===== config.mk =====
export PLATFORM = sky130hd
export DESIGN_NAME = counting_semaphore_fifo_waiters_flat
export DESIGN_NICKNAME = d
export VERILOG_FILES = /design/src/csfw_pkg.sv /design/src/csfw_if.sv /design/src/csfw_queue.sv /design/src/counting_semaphore_fifo_waiters.sv /design/src/flat_wrapper.sv
export SDC_FILE = /design/constraint.sdc
export NUM_CORES = 1
export LEC_CHECK = 0
export BUFFER_PORTS_ARGS = -buffer_cell sky130_fd_sc_hd__buf_2
export CAP_MARGIN = 25
export CORE_AREA = 2 2 136 138
export CTS_CLUSTER_SIZE = 16
export DETAILED_ROUTE_END_ITERATION = 7
export DIE_AREA = 0 0 138 140
export GPL_ROUTABILITY_DRIVEN = 1
export MAX_ROUTING_LAYER = met4
export PLACE_DENSITY = 0.64
export SLEW_MARGIN = 20
export SYNTH_ARGS = -nofsm -noshare
export SYNTH_HDL_FRONTEND = slang
export SYNTH_SLANG_ARGS = --single-unit

===== constraint.sdc =====
create_clock -name clk -period 4.5 [get_ports clk]
set_input_delay 0.9 -clock clk [delete_from_list [all_inputs] [get_ports clk]]
set_output_delay 0.9 -clock clk [all_outputs]
set_load 0.005 [all_outputs]

===== src/csfw_pkg.sv =====
// shared constants, codes and types of the counting semaphore with waiter queue
package csfw_pkg;

  localparam int QUEUE_DEPTH_DEF    = 16;
  localparam int THREAD_ID_BITS_DEF = 8;

  localparam int REQ_TYPE_W  = 2;
  localparam int THREAD_ID_W = 8;
  localparam int STATUS_W    = 4;
  localparam int REL_ID_W    = 8;
  localparam int COUNT_W     = 18;
  localparam int CFG_W       = 16;

  localparam logic [REQ_TYPE_W-1:0] REQ_WAIT   = 2'd0;
  localparam logic [REQ_TYPE_W-1:0] REQ_SIGNAL = 2'd1;
  localparam logic [REQ_TYPE_W-1:0] REQ_CLOSE  = 2'd2;
  localparam logic [REQ_TYPE_W-1:0] REQ_NONE   = 2'd3;

  localparam logic [STATUS_W-1:0] ST_GRANTED      = 4'd0;
  localparam logic [STATUS_W-1:0] ST_BLOCKED      = 4'd1;
  localparam logic [STATUS_W-1:0] ST_NO_WAITER    = 4'd2;
  localparam logic [STATUS_W-1:0] ST_REL_SIGNAL   = 4'd3;
  localparam logic [STATUS_W-1:0] ST_REL_CLOSE    = 4'd4;
  localparam logic [STATUS_W-1:0] ST_CLOSED_EMPTY = 4'd5;
  localparam logic [STATUS_W-1:0] ST_CLOSED_ERR   = 4'd6;
  localparam logic [STATUS_W-1:0] ST_QUEUE_FULL   = 4'd7;
  localparam logic [STATUS_W-1:0] ST_SATURATED    = 4'd8;

  localparam logic [COUNT_W-1:0] COUNT_MAX = {1'b0, {(COUNT_W-1){1'b1}}};

  typedef struct packed {
    logic push;
    logic pop;
  } q_ctrl_t;

  typedef struct packed {
    logic empty;
    logic full;
    logic one;
  } q_flags_t;

endpackage


===== src/csfw_if.sv =====
// request and response channel interfaces
interface csfw_req_if;
  logic                             valid;
  logic                             ready;
  logic [csfw_pkg::REQ_TYPE_W-1:0]  req_type;
  logic [csfw_pkg::THREAD_ID_W-1:0] thread_id;

  modport source (output valid, output req_type, output thread_id, input ready);
  modport sink (input valid, input req_type, input thread_id, output ready);
endinterface

interface csfw_rsp_if;
  logic                          valid;
  logic                          ready;
  logic [csfw_pkg::STATUS_W-1:0] status;
  logic [csfw_pkg::REL_ID_W-1:0] released_thread;
  logic                          last;

  modport source (output valid, output status, output released_thread, output last,
                  input ready);
  modport sink (input valid, input status, input released_thread, input last,
                output ready);
endinterface


===== src/csfw_queue.sv =====
// circular waiter queue in a synchronous memory, read port tracks the head
module csfw_queue #(
  parameter int DEPTH   = csfw_pkg::QUEUE_DEPTH_DEF,
  parameter int ID_BITS = csfw_pkg::THREAD_ID_BITS_DEF
) (
  input  logic               clk,
  input  logic               rst_n,
  input  csfw_pkg::q_ctrl_t  ctrl,
  input  logic [ID_BITS-1:0] push_id,
  output csfw_pkg::q_flags_t flags,
  output logic [ID_BITS-1:0] rd_id
);

  localparam int IDX_W = $clog2(DEPTH);
  localparam int OCC_W = $clog2(DEPTH + 1);
  localparam logic [IDX_W-1:0] LAST_IDX = IDX_W'(DEPTH - 1);

  logic [ID_BITS-1:0] mem [DEPTH];
  logic [IDX_W-1:0]   head_r, head_nxt;
  logic [IDX_W-1:0]   tail_r, tail_nxt;
  logic [OCC_W-1:0]   occ_r, occ_nxt;
  logic [ID_BITS-1:0] rd_id_r;

  always_comb begin
    head_nxt = head_r;
    tail_nxt = tail_r;
    occ_nxt  = occ_r;
    if (ctrl.pop) begin
      head_nxt = (head_r == LAST_IDX) ? '0 : head_r + 1'b1;
    end
    if (ctrl.push) begin
      tail_nxt = (tail_r == LAST_IDX) ? '0 : tail_r + 1'b1;
    end
    if (ctrl.push && !ctrl.pop) begin
      occ_nxt = occ_r + 1'b1;
    end else if (ctrl.pop && !ctrl.push) begin
      occ_nxt = occ_r - 1'b1;
    end
  end

  always_ff @(posedge clk) begin
    if (!rst_n) begin
      head_r <= '0;
      tail_r <= '0;
      occ_r  <= '0;
    end else begin
      head_r <= head_nxt;
      tail_r <= tail_nxt;
      occ_r  <= occ_nxt;
    end
  end

  // read address follows the next head so the head entry is always ready
  always_ff @(posedge clk) begin
    if (ctrl.push) begin
      mem[tail_r] <= push_id;
    end
    rd_id_r <= mem[head_nxt];
  end

  assign rd_id       = rd_id_r;
  assign flags.empty = (occ_r == '0);
  assign flags.full  = (occ_r == OCC_W'(DEPTH));
  assign flags.one   = (occ_r == OCC_W'(1));

endmodule


===== src/counting_semaphore_fifo_waiters.sv =====
// Counting semaphore with a FIFO queue of waiting thread ids. Each request is first accepted
// and then, in an update step, changes the count and the waiter queue, whose entries sit in a
// synchronous memory read at the queue head. A close releases queued waiters one per cycle while
// the result side keeps taking them. Results leave through an output register;
// a request that finds that register still full waits in its update cycle until it drains.
// A write to cfg_wdata loads the count only; the queue and the closed state are kept.
module counting_semaphore_fifo_waiters #(
  parameter int QUEUE_DEPTH    = csfw_pkg::QUEUE_DEPTH_DEF,
  parameter int THREAD_ID_BITS = csfw_pkg::THREAD_ID_BITS_DEF
) (
  input  logic                       clk,
  input  logic                       rst_n,
  csfw_req_if.sink                   in_req,
  csfw_rsp_if.source                 out_rsp,
  input  logic                       cfg_we,
  input  logic [csfw_pkg::CFG_W-1:0] cfg_wdata
);

  localparam int EXT_W = THREAD_ID_BITS + csfw_pkg::THREAD_ID_W;

  localparam logic [1:0] S_IDLE  = 2'd0;
  localparam logic [1:0] S_EXEC  = 2'd1;
  localparam logic [1:0] S_DRAIN = 2'd2;

  logic [1:0]                          state_r, state_nxt;
  logic [csfw_pkg::REQ_TYPE_W-1:0]     req_type_r;
  logic [THREAD_ID_BITS-1:0]           tid_r;
  logic signed [csfw_pkg::COUNT_W-1:0] count_r, count_nxt;
  logic                                closed_r, closed_nxt;

  logic                                out_valid_r;
  logic [csfw_pkg::STATUS_W-1:0]       out_status_r;
  logic [csfw_pkg::REL_ID_W-1:0]       out_rel_r;
  logic                                out_last_r;

  logic                                out_free;
  logic                                out_load;
  logic [csfw_pkg::STATUS_W-1:0]       ld_status;
  logic [csfw_pkg::REL_ID_W-1:0]       ld_rel;
  logic                                ld_last;

  logic [EXT_W-1:0]                    tid_ext;
  logic [EXT_W-1:0]                    rel_ext;
  csfw_pkg::q_ctrl_t                   q_ctrl;
  csfw_pkg::q_flags_t                  q_flags;
  logic [THREAD_ID_BITS-1:0]           q_rd_id;
  logic                                cnt_neg;
  logic                                cnt_le_zero;

  csfw_queue #(
    .DEPTH   (QUEUE_DEPTH),
    .ID_BITS (THREAD_ID_BITS)
  ) u_queue (
    .clk     (clk),
    .rst_n   (rst_n),
    .ctrl    (q_ctrl),
    .push_id (tid_r),
    .flags   (q_flags),
    .rd_id   (q_rd_id)
  );

  assign tid_ext     = {THREAD_ID_BITS'(0), in_req.thread_id};
  assign rel_ext     = {csfw_pkg::THREAD_ID_W'(0), q_rd_id};
  assign cnt_neg     = count_r[csfw_pkg::COUNT_W-1];
  assign cnt_le_zero = cnt_neg || (count_r == '0);
  assign out_free    = !out_valid_r || out_rsp.ready;
  assign in_req.ready = (state_r == S_IDLE);

  always_comb begin
    state_nxt  = state_r;
    count_nxt  = count_r;
    closed_nxt = closed_r;
    q_ctrl     = '0;
    out_load   = 1'b0;
    ld_status  = csfw_pkg::ST_GRANTED;
    ld_rel     = '0;
    ld_last    = 1'b1;
    case (state_r)
      S_IDLE: begin
        if (in_req.valid) begin
          state_nxt = S_EXEC;
        end
      end
      S_EXEC: begin
        if (req_type_r == csfw_pkg::REQ_NONE) begin
          state_nxt = S_IDLE;
        end else if (out_free) begin
          state_nxt = S_IDLE;
          out_load  = 1'b1;
          if (closed_r) begin
            ld_status = csfw_pkg::ST_CLOSED_ERR;
          end else begin
            case (req_type_r)
              csfw_pkg::REQ_WAIT: begin
                if (cnt_le_zero) begin
                  if (q_flags.full) begin
                    ld_status = csfw_pkg::ST_QUEUE_FULL;
                  end else begin
                    q_ctrl.push = 1'b1;
                    count_nxt   = count_r - 1'b1;
                    ld_status   = csfw_pkg::ST_BLOCKED;
                  end
                end else begin
                  count_nxt = count_r - 1'b1;
                  ld_status = csfw_pkg::ST_GRANTED;
                end
              end
              csfw_pkg::REQ_SIGNAL: begin
                if (count_r == csfw_pkg::COUNT_MAX) begin
                  ld_status = csfw_pkg::ST_SATURATED;
                end else begin
                  count_nxt = count_r + 1'b1;
                  if (cnt_neg && !q_flags.empty) begin
                    q_ctrl.pop = 1'b1;
                    ld_status  = csfw_pkg::ST_REL_SIGNAL;
                    ld_rel     = rel_ext[csfw_pkg::REL_ID_W-1:0];
                  end else begin
                    ld_status = csfw_pkg::ST_NO_WAITER;
                  end
                end
              end
              csfw_pkg::REQ_CLOSE: begin
                if (q_flags.empty) begin
                  ld_status  = csfw_pkg::ST_CLOSED_EMPTY;
                  closed_nxt = 1'b1;
                end else begin
                  out_load  = 1'b0;
                  state_nxt = S_DRAIN;
                end
              end
              default: begin
                out_load = 1'b0;
              end
            endcase
          end
        end
      end
      S_DRAIN: begin
        if (out_free) begin
          q_ctrl.pop = 1'b1;
          out_load   = 1'b1;
          ld_status  = csfw_pkg::ST_REL_CLOSE;
          ld_rel     = rel_ext[csfw_pkg::REL_ID_W-1:0];
          ld_last    = q_flags.one;
          if (q_flags.one) begin
            closed_nxt = 1'b1;
            state_nxt  = S_IDLE;
          end
        end
      end
      default: begin
        state_nxt = S_IDLE;
      end
    endcase
    if (cfg_we) begin
      count_nxt = {{(csfw_pkg::COUNT_W - csfw_pkg::CFG_W){1'b0}}, cfg_wdata};
    end
  end

  always_ff @(posedge clk) begin
    if (!rst_n) begin
      state_r     <= S_IDLE;
      count_r     <= '0;
      closed_r    <= 1'b0;
      out_valid_r <= 1'b0;
    end else begin
      state_r  <= state_nxt;
      count_r  <= count_nxt;
      closed_r <= closed_nxt;
      if (out_load) begin
        out_valid_r <= 1'b1;
      end else if (out_rsp.ready) begin
        out_valid_r <= 1'b0;
      end
    end
  end

  always_ff @(posedge clk) begin
    if (in_req.valid && in_req.ready) begin
      req_type_r <= in_req.req_type;
      tid_r      <= tid_ext[THREAD_ID_BITS-1:0];
    end
    if (out_load) begin
      out_status_r <= ld_status;
      out_rel_r    <= ld_rel;
      out_last_r   <= ld_last;
    end
  end

  assign out_rsp.valid           = out_valid_r;
  assign out_rsp.status          = out_status_r;
  assign out_rsp.released_thread = out_rel_r;
  assign out_rsp.last            = out_last_r;

endmodule


===== src/flat_wrapper.sv =====
// flat-port wrapper written by rule: the top's interface ports become plain ports
module counting_semaphore_fifo_waiters_flat 
#(
  parameter int QUEUE_DEPTH    = csfw_pkg::QUEUE_DEPTH_DEF,
  parameter int THREAD_ID_BITS = csfw_pkg::THREAD_ID_BITS_DEF
)
  (clk, rst_n, cfg_we, cfg_wdata, in_req_valid, in_req_req_type, in_req_thread_id, in_req_ready, out_rsp_valid, out_rsp_status, out_rsp_released_thread, out_rsp_last, out_rsp_ready);
  csfw_req_if in_req_i ();
  csfw_rsp_if out_rsp_i ();
  input  logic clk;
  input  logic rst_n;
  input  logic cfg_we;
  input  logic [csfw_pkg::CFG_W-1:0] cfg_wdata;
  input wire logic [$bits(in_req_i.valid)-1:0] in_req_valid;
  input wire logic [$bits(in_req_i.req_type)-1:0] in_req_req_type;
  input wire logic [$bits(in_req_i.thread_id)-1:0] in_req_thread_id;
  output wire logic [$bits(in_req_i.ready)-1:0] in_req_ready;
  output wire logic [$bits(out_rsp_i.valid)-1:0] out_rsp_valid;
  output wire logic [$bits(out_rsp_i.status)-1:0] out_rsp_status;
  output wire logic [$bits(out_rsp_i.released_thread)-1:0] out_rsp_released_thread;
  output wire logic [$bits(out_rsp_i.last)-1:0] out_rsp_last;
  input wire logic [$bits(out_rsp_i.ready)-1:0] out_rsp_ready;
  assign in_req_i.valid = in_req_valid;
  assign in_req_i.req_type = in_req_req_type;
  assign in_req_i.thread_id = in_req_thread_id;
  assign in_req_ready = in_req_i.ready;
  assign out_rsp_valid = out_rsp_i.valid;
  assign out_rsp_status = out_rsp_i.status;
  assign out_rsp_released_thread = out_rsp_i.released_thread;
  assign out_rsp_last = out_rsp_i.last;
  assign out_rsp_i.ready = out_rsp_ready;
  counting_semaphore_fifo_waiters #(.QUEUE_DEPTH(QUEUE_DEPTH), .THREAD_ID_BITS(THREAD_ID_BITS)) u_core (.clk(clk), .rst_n(rst_n), .in_req(in_req_i), .out_rsp(out_rsp_i), .cfg_we(cfg_we), .cfg_wdata(cfg_wdata));
endmodule

Word-level counts from Yosys, hierarchy flattened. Memories as Yosys holds them, arrays and structs flattened. A register that Yosys moved wholly into a read port is not among the register bits. Index checks and enable logic that the tools add are counted. W data, S select, Z words.

Memories: 1. Flip-flop bits (word level): 58. Memory bits (writable): 128. Output and inout port bits: 15.

Memories: u_core.u_queue.mem (depth 16, width 8, rd ports 1, clocked after memory_dff 1, write ports 1, RTL line csfw_queue.sv:18) `logic [ID_BITS-1:0] mem [DEPTH];`.

Eq/ne operators: 22. Bitwise gates (word level): 3. Reduce and logical (&&, ||, !) cells: 28. Mux-type cells: 71. Add/sub/neg operators: 6.

Operators with widths (count): $mux W16 (5); $mux W8 (7); $mux W18 (3); $pmux W18 S2 (1); $mux W4 (8); $mux W1 (23); $mux W2 (11); $add A18 B1 Y18 const B (1); $eq A18 B17 Y1 const B (1); $logic_not A18 Y1 (1); $sub A18 B1 Y18 const B (1); $pmux W8 S2 (1); $reduce_and A7 Y1 (2); $pmux W4 S3 (1); $reduce_bool A2 Y1 (6); $mux W5 (2); $ne A2 B2 Y1 const B (5); $mux W3 (3); $add A4 B1 Y4 const B (2); $eq A4 B4 Y1 const B (2); $pmux W1 S2 (4); $pmux W4 S2 (1); $eq A2 B2 Y1 const B (3); $ne A2 B1 Y1 const B (3); 20 further kinds (33).

Logic depth before layout (Yosys ltp).
Depth in word-level cells: 14. Gate-level depth with buffers: 13. Gate-level depth less buffers: 11.

Hierarchy. A second synthesis with hierarchy kept.

Cell total of the unflattened synthesis: 738. Area, all modules: 9347.7 um^2.

By module, submodules not included: csfw_queue (instances 1, seq. area each 4264.1 um^2, cells an instance 426, area an instance 6511.2 um^2); counting_semaphore_fifo_waiters (instances 1, seq. area each 1131.1 um^2, cells an instance 312, area an instance 2836.5 um^2).

Worst setup path after synthesis. No wires, ideal clock.

Path type: flip-flop to flip-flop. Start: register u_core.req_type_r[1] in the netlist's numbering. End: register u_core.count_r[15] in the netlist's numbering. Slack: 1.095 ns. Period minus slack after synthesis: 3.405 ns. Cell stages (with the launch flop): 12. Setup time: 0.087 ns. Arrival: 3.318 ns. Path through: edfxtp_1 -> nor2b_1 -> inv_1 -> ha_1 -> and2_1 -> a22o_1 -> a311o_1 -> o2111a_1 -> a2111oi_0 -> mux2i_1 -> nor2_1 -> o31ai_1.

Word-level cells in the longest chain between the ends: 7.

Ends and longest elaborated chain: from (decl) (RTL line counting_semaphore_fifo_waiters.sv:26) `logic [csfw_pkg::REQ_TYPE_W-1:0] req_type_r;`; from (signal assigned) (RTL line counting_semaphore_fifo_waiters.sv:180) `req_type_r <= in_req.req_type;`; $eq A2 B1 Y1 or $logic_not A2 Y1 (tied branches) (RTL line counting_semaphore_fifo_waiters.sv:93) `case (req_type_r)`; $pmux W18 S2 (RTL line counting_semaphore_fifo_waiters.sv:93); $mux W16 (RTL line counting_semaphore_fifo_waiters.sv:90) `if (closed_r) begin`; $mux W16 (RTL line counting_semaphore_fifo_waiters.sv:87) `end else if (out_free) begin`; $mux W16 (RTL line counting_semaphore_fifo_waiters.sv:85) `if (req_type_r == csfw_pkg::REQ_NONE) begin`; $mux W16 (RTL line counting_semaphore_fifo_waiters.sv:78) `case (state_r)`; $mux W16 (RTL line counting_semaphore_fifo_waiters.sv:155) `if (cfg_we) begin`; to (signal assigned) (RTL line counting_semaphore_fifo_waiters.sv:168) `count_r <= count_nxt;`; to (decl) (RTL line counting_semaphore_fifo_waiters.sv:28) `logic signed [csfw_pkg::COUNT_W-1:0] count_r, count_nxt;`.

Several ways; a longest one is shown, not always the timed one. The select of a mux whose other input is x is not followed. A chain may end at the register's enable or synchronous reset.

Final worst setup path. Same ends and word-level chain as after synthesis.

==> out/metrics.cfg <==
[synthesis]
synth_seq_cells=194
netlist_area_mm2=0.008798
yosys-top-cells-area=edfxtp_1 (52%), dfxtp_1 (9.8%), mux2i_1 (4.7%), ha_1 (4.1%), a21oi_1 (3.6%)
synth_top_area_share_pct=51.54
avgSynthCellArea_um2=12.50
ys.flop_type=edfxtp_1
synth_edf_count=151
async_flop_share_pct=0
synthCells=704
yosysUniqueCellTypes=60
yosysSeqAreaShare_pct=61.32
yosysWarnings=0
syn_nets=765
yosys.area.top_type=edfxtp_1

[timing]
fmax_ghz=0.2603
slew_headroom_pct=41.56
setup_ws_ns=0.6584
fin_skew_ns=0.01650
rsz0062_at_grt=no
finalSetupTns_ns=0
layout_min_cycle_time_ns=3.842
final_max_slew_viol_count=0
setup_viol=0
final-hold-violation-count=0
min_period_over_period_pct=85.37
tightest_slew_ns=0.8734

[route]
wl_met1_um=8410
top_layer=met4
wl_met2_um=9597
wl_per_cell_um=19.60
vias=5819
drc=0
avgViaCountPerCell=5.866
drt_pass1_iterations=7
drt_iter0_drc=487
met3_wirelength_um=1083
final_antenna_net_count=0
wl_um=19450

[job]
maxCapViolCount=0

[placement]
pre_cts_slack_ns=0.7232
hpwlAfterDp_um=13390
io_buffers=45
place.gp.congestion=0.9109

[cts]
clock_sinks=194
cts_resized=0
cts_buffers=17
cts_root_buf=clkbuf_16
holdBufCountCts=0
clk_latency_ns=0.44
cts_tree=done
htreeDepth=4
max-clock-path-buffers=2
cts_setup_buffers=0
clkTransAtPathRegs_ns=0.08

[worst_setup_path]
cp.arrival_ns=4.18
critPathLaunchType=register
crit_required_ns=4.84
path_max_fanout=8
crit_chain=nor2b_1, inv_1, ha_1, and2_1, a22o_1, a311o_1, o2111a_1, a2111oi_0, mux2i_1, nor2_1, o31ai_1
endpoint_kind=register
cp_slowest_cell=a2111oi_0
critPathKind=reg -> reg
slowest_delay_ns=0.61

[global_route]
grt_pass1_wl_um=30790
grt_pass1_vias=5747
overflow=0
grt_max_degree=35
antenna_found_initial=0
grtUsageTotal_pct=21.13

[power]
ir_drop_mv=0.2828
power_density_mw_per_mm2=383.1
p_leak_nw=3.825

[die]
core_mm2=0.01778
rows=49
design.portCount=46
die_h_um=140
die_x_um=138
start_util_pct=49.49
dieArea_mm2=0.01932

[final_layout]
final_nets=811
final_common_cell=edfxtp_1
filler_cell_count=1478
mostFrequentLayoutCells=edfxtp_1 (151), nand2_1 (65), a21oi_1 (64), buf_2 (45), dfxtp_1 (43)
n_antenna_cell=0
drive_gt1_share_pct=13.24
syn2layout_area_growth_pct=12.23

[min_path]
hp-class=reg -> reg

[run_status]
status=complete, no violations

flip-flops by register name (all words and copies together), names as in the netlist:
register	count
u_core.u_queue.mem	128
u_core.u_queue.head_r	4
u_core.out_rsp.status	4
u_core.state_r	2
u_core.u_queue.tail_r	4
u_core.u_queue.rd_id	8
u_core.out_rsp.valid	1
u_core.tid_r	8
u_core.u_queue.occ_r	5
u_core.out_rsp.released_thread	8
u_core.closed_r	1
u_core.out_rsp.last	1
u_core.req_type_r	2
u_core.count_r	18
routing by layer:
metal	vias up	global-route usage, %
li1	2783	-
met5	-	-
met3	24	4.752
met1	2833	26.04
met2	179	34.55
met4	0	7.573
cells in the mapped netlist (3+ instances only):
library cell / n
and2_1: 19
nor2_1: 35
nand3_1: 7
edfxtp_1: 151
or4_1: 3
nand2b_1: 8
xor2_1: 11
a221oi_1: 17
dfxtp_1: 43
nand2_1: 65
mux2i_1: 41
o211ai_1: 3
o21ai_0: 20
o21a_1: 9
o211a_1: 7
inv_1: 12
a21o_1: 7
nand4_1: 7
or3_1: 12
o22ai_1: 9
clkbuf_1: 13
xnor2_1: 6
buf_2: 9
nor3_1: 11
nor4_1: 5
a22o_1: 17
a211oi_1: 4
buf_6: 7
a21oi_1: 64
and3_1: 8
a21boi_0: 3
nor2b_1: 6
ha_1: 29
path summary, 6_finish.rpt:
path	from	endpoint	slack (ns)	depth (start not counted)
worst max-delay path	u_core.req_type_r[1]	u_core.count_r[15]	0.66	11
worst min-delay path	u_core.state_r[1]	u_core.state_r[1]	0.50	2
worst max register to register	u_core.req_type_r[1]	u_core.count_r[15]	0.66	11
worst min register to register	u_core.state_r[1]	u_core.state_r[1]	0.50	2
through the flow:
stage / total power [W] / hold WS (ns) / util, % / area [um2] / instances
3_3_place_gp: 0.002303 / 0.4748 / 52.12 / 9266 / 960
2_1_floorplan: 0.002227 / 0.4578 / - / 8798 / 704
4_1_cts: 0.003804 / 0.5025 / 55.54 / 9874 / 992
3_5_place_dp: 0.002311 / 0.4899 / 52.12 / 9266 / 960
5_1_grt: 0.003921 / 0.5449 / 55.54 / 9874 / 992
6_report: 0.003783 / 0.4974 / 55.54 / 9874 / 992
critical path: cells and delay by family, from the launching register on:
| family | cells | cell delay, ns |
|---|---|---|
| and+or+nand+nor | 3 | 0.62 |
| DFF | 1 | 0.51 |
| adders and majority gates | 1 | 0.40 |
| AOI/OAI and AO/OA | 5 | 1.69 |
| muxes | 1 | 0.26 |
| buffers and inverters | 1 | 0.26 |
final cells by class:
type                    instances  area (um2)  area share [%]
flip-flops and latches        194        5395           54.64
multi-input cells             466        3184           32.25
clock buffers                  17       425.4           4.308
repair buffers                 59       355.3           3.599
well taps                     229       286.5           2.902
clock inverters                15       182.7           1.850
inverters                      12       45.04          0.4562
report_power, final:
group,switching [W],internal [W],total [W],leakage [nW]
Clock,0.000752,0.000756,0.00151,0.290
Combinational,0.000152,0.000122,0.000274,1.80
Sequential,0.0000474,0.00195,0.00200,1.74
cell families (layout without fill, tap and decap cells):
logic type	Yosys count	in the layout	share of synthesized area (%)
xor+xnor	17	17	1.692
buf+inv	44	103	2.645
mux	44	44	5.176
flops	194	194	61.32
compound gates	183	183	14.02
fa+ha+maj	30	30	4.352
simple gates	192	192	10.79
No activity file was read; power rests on OpenSTA's default activity.
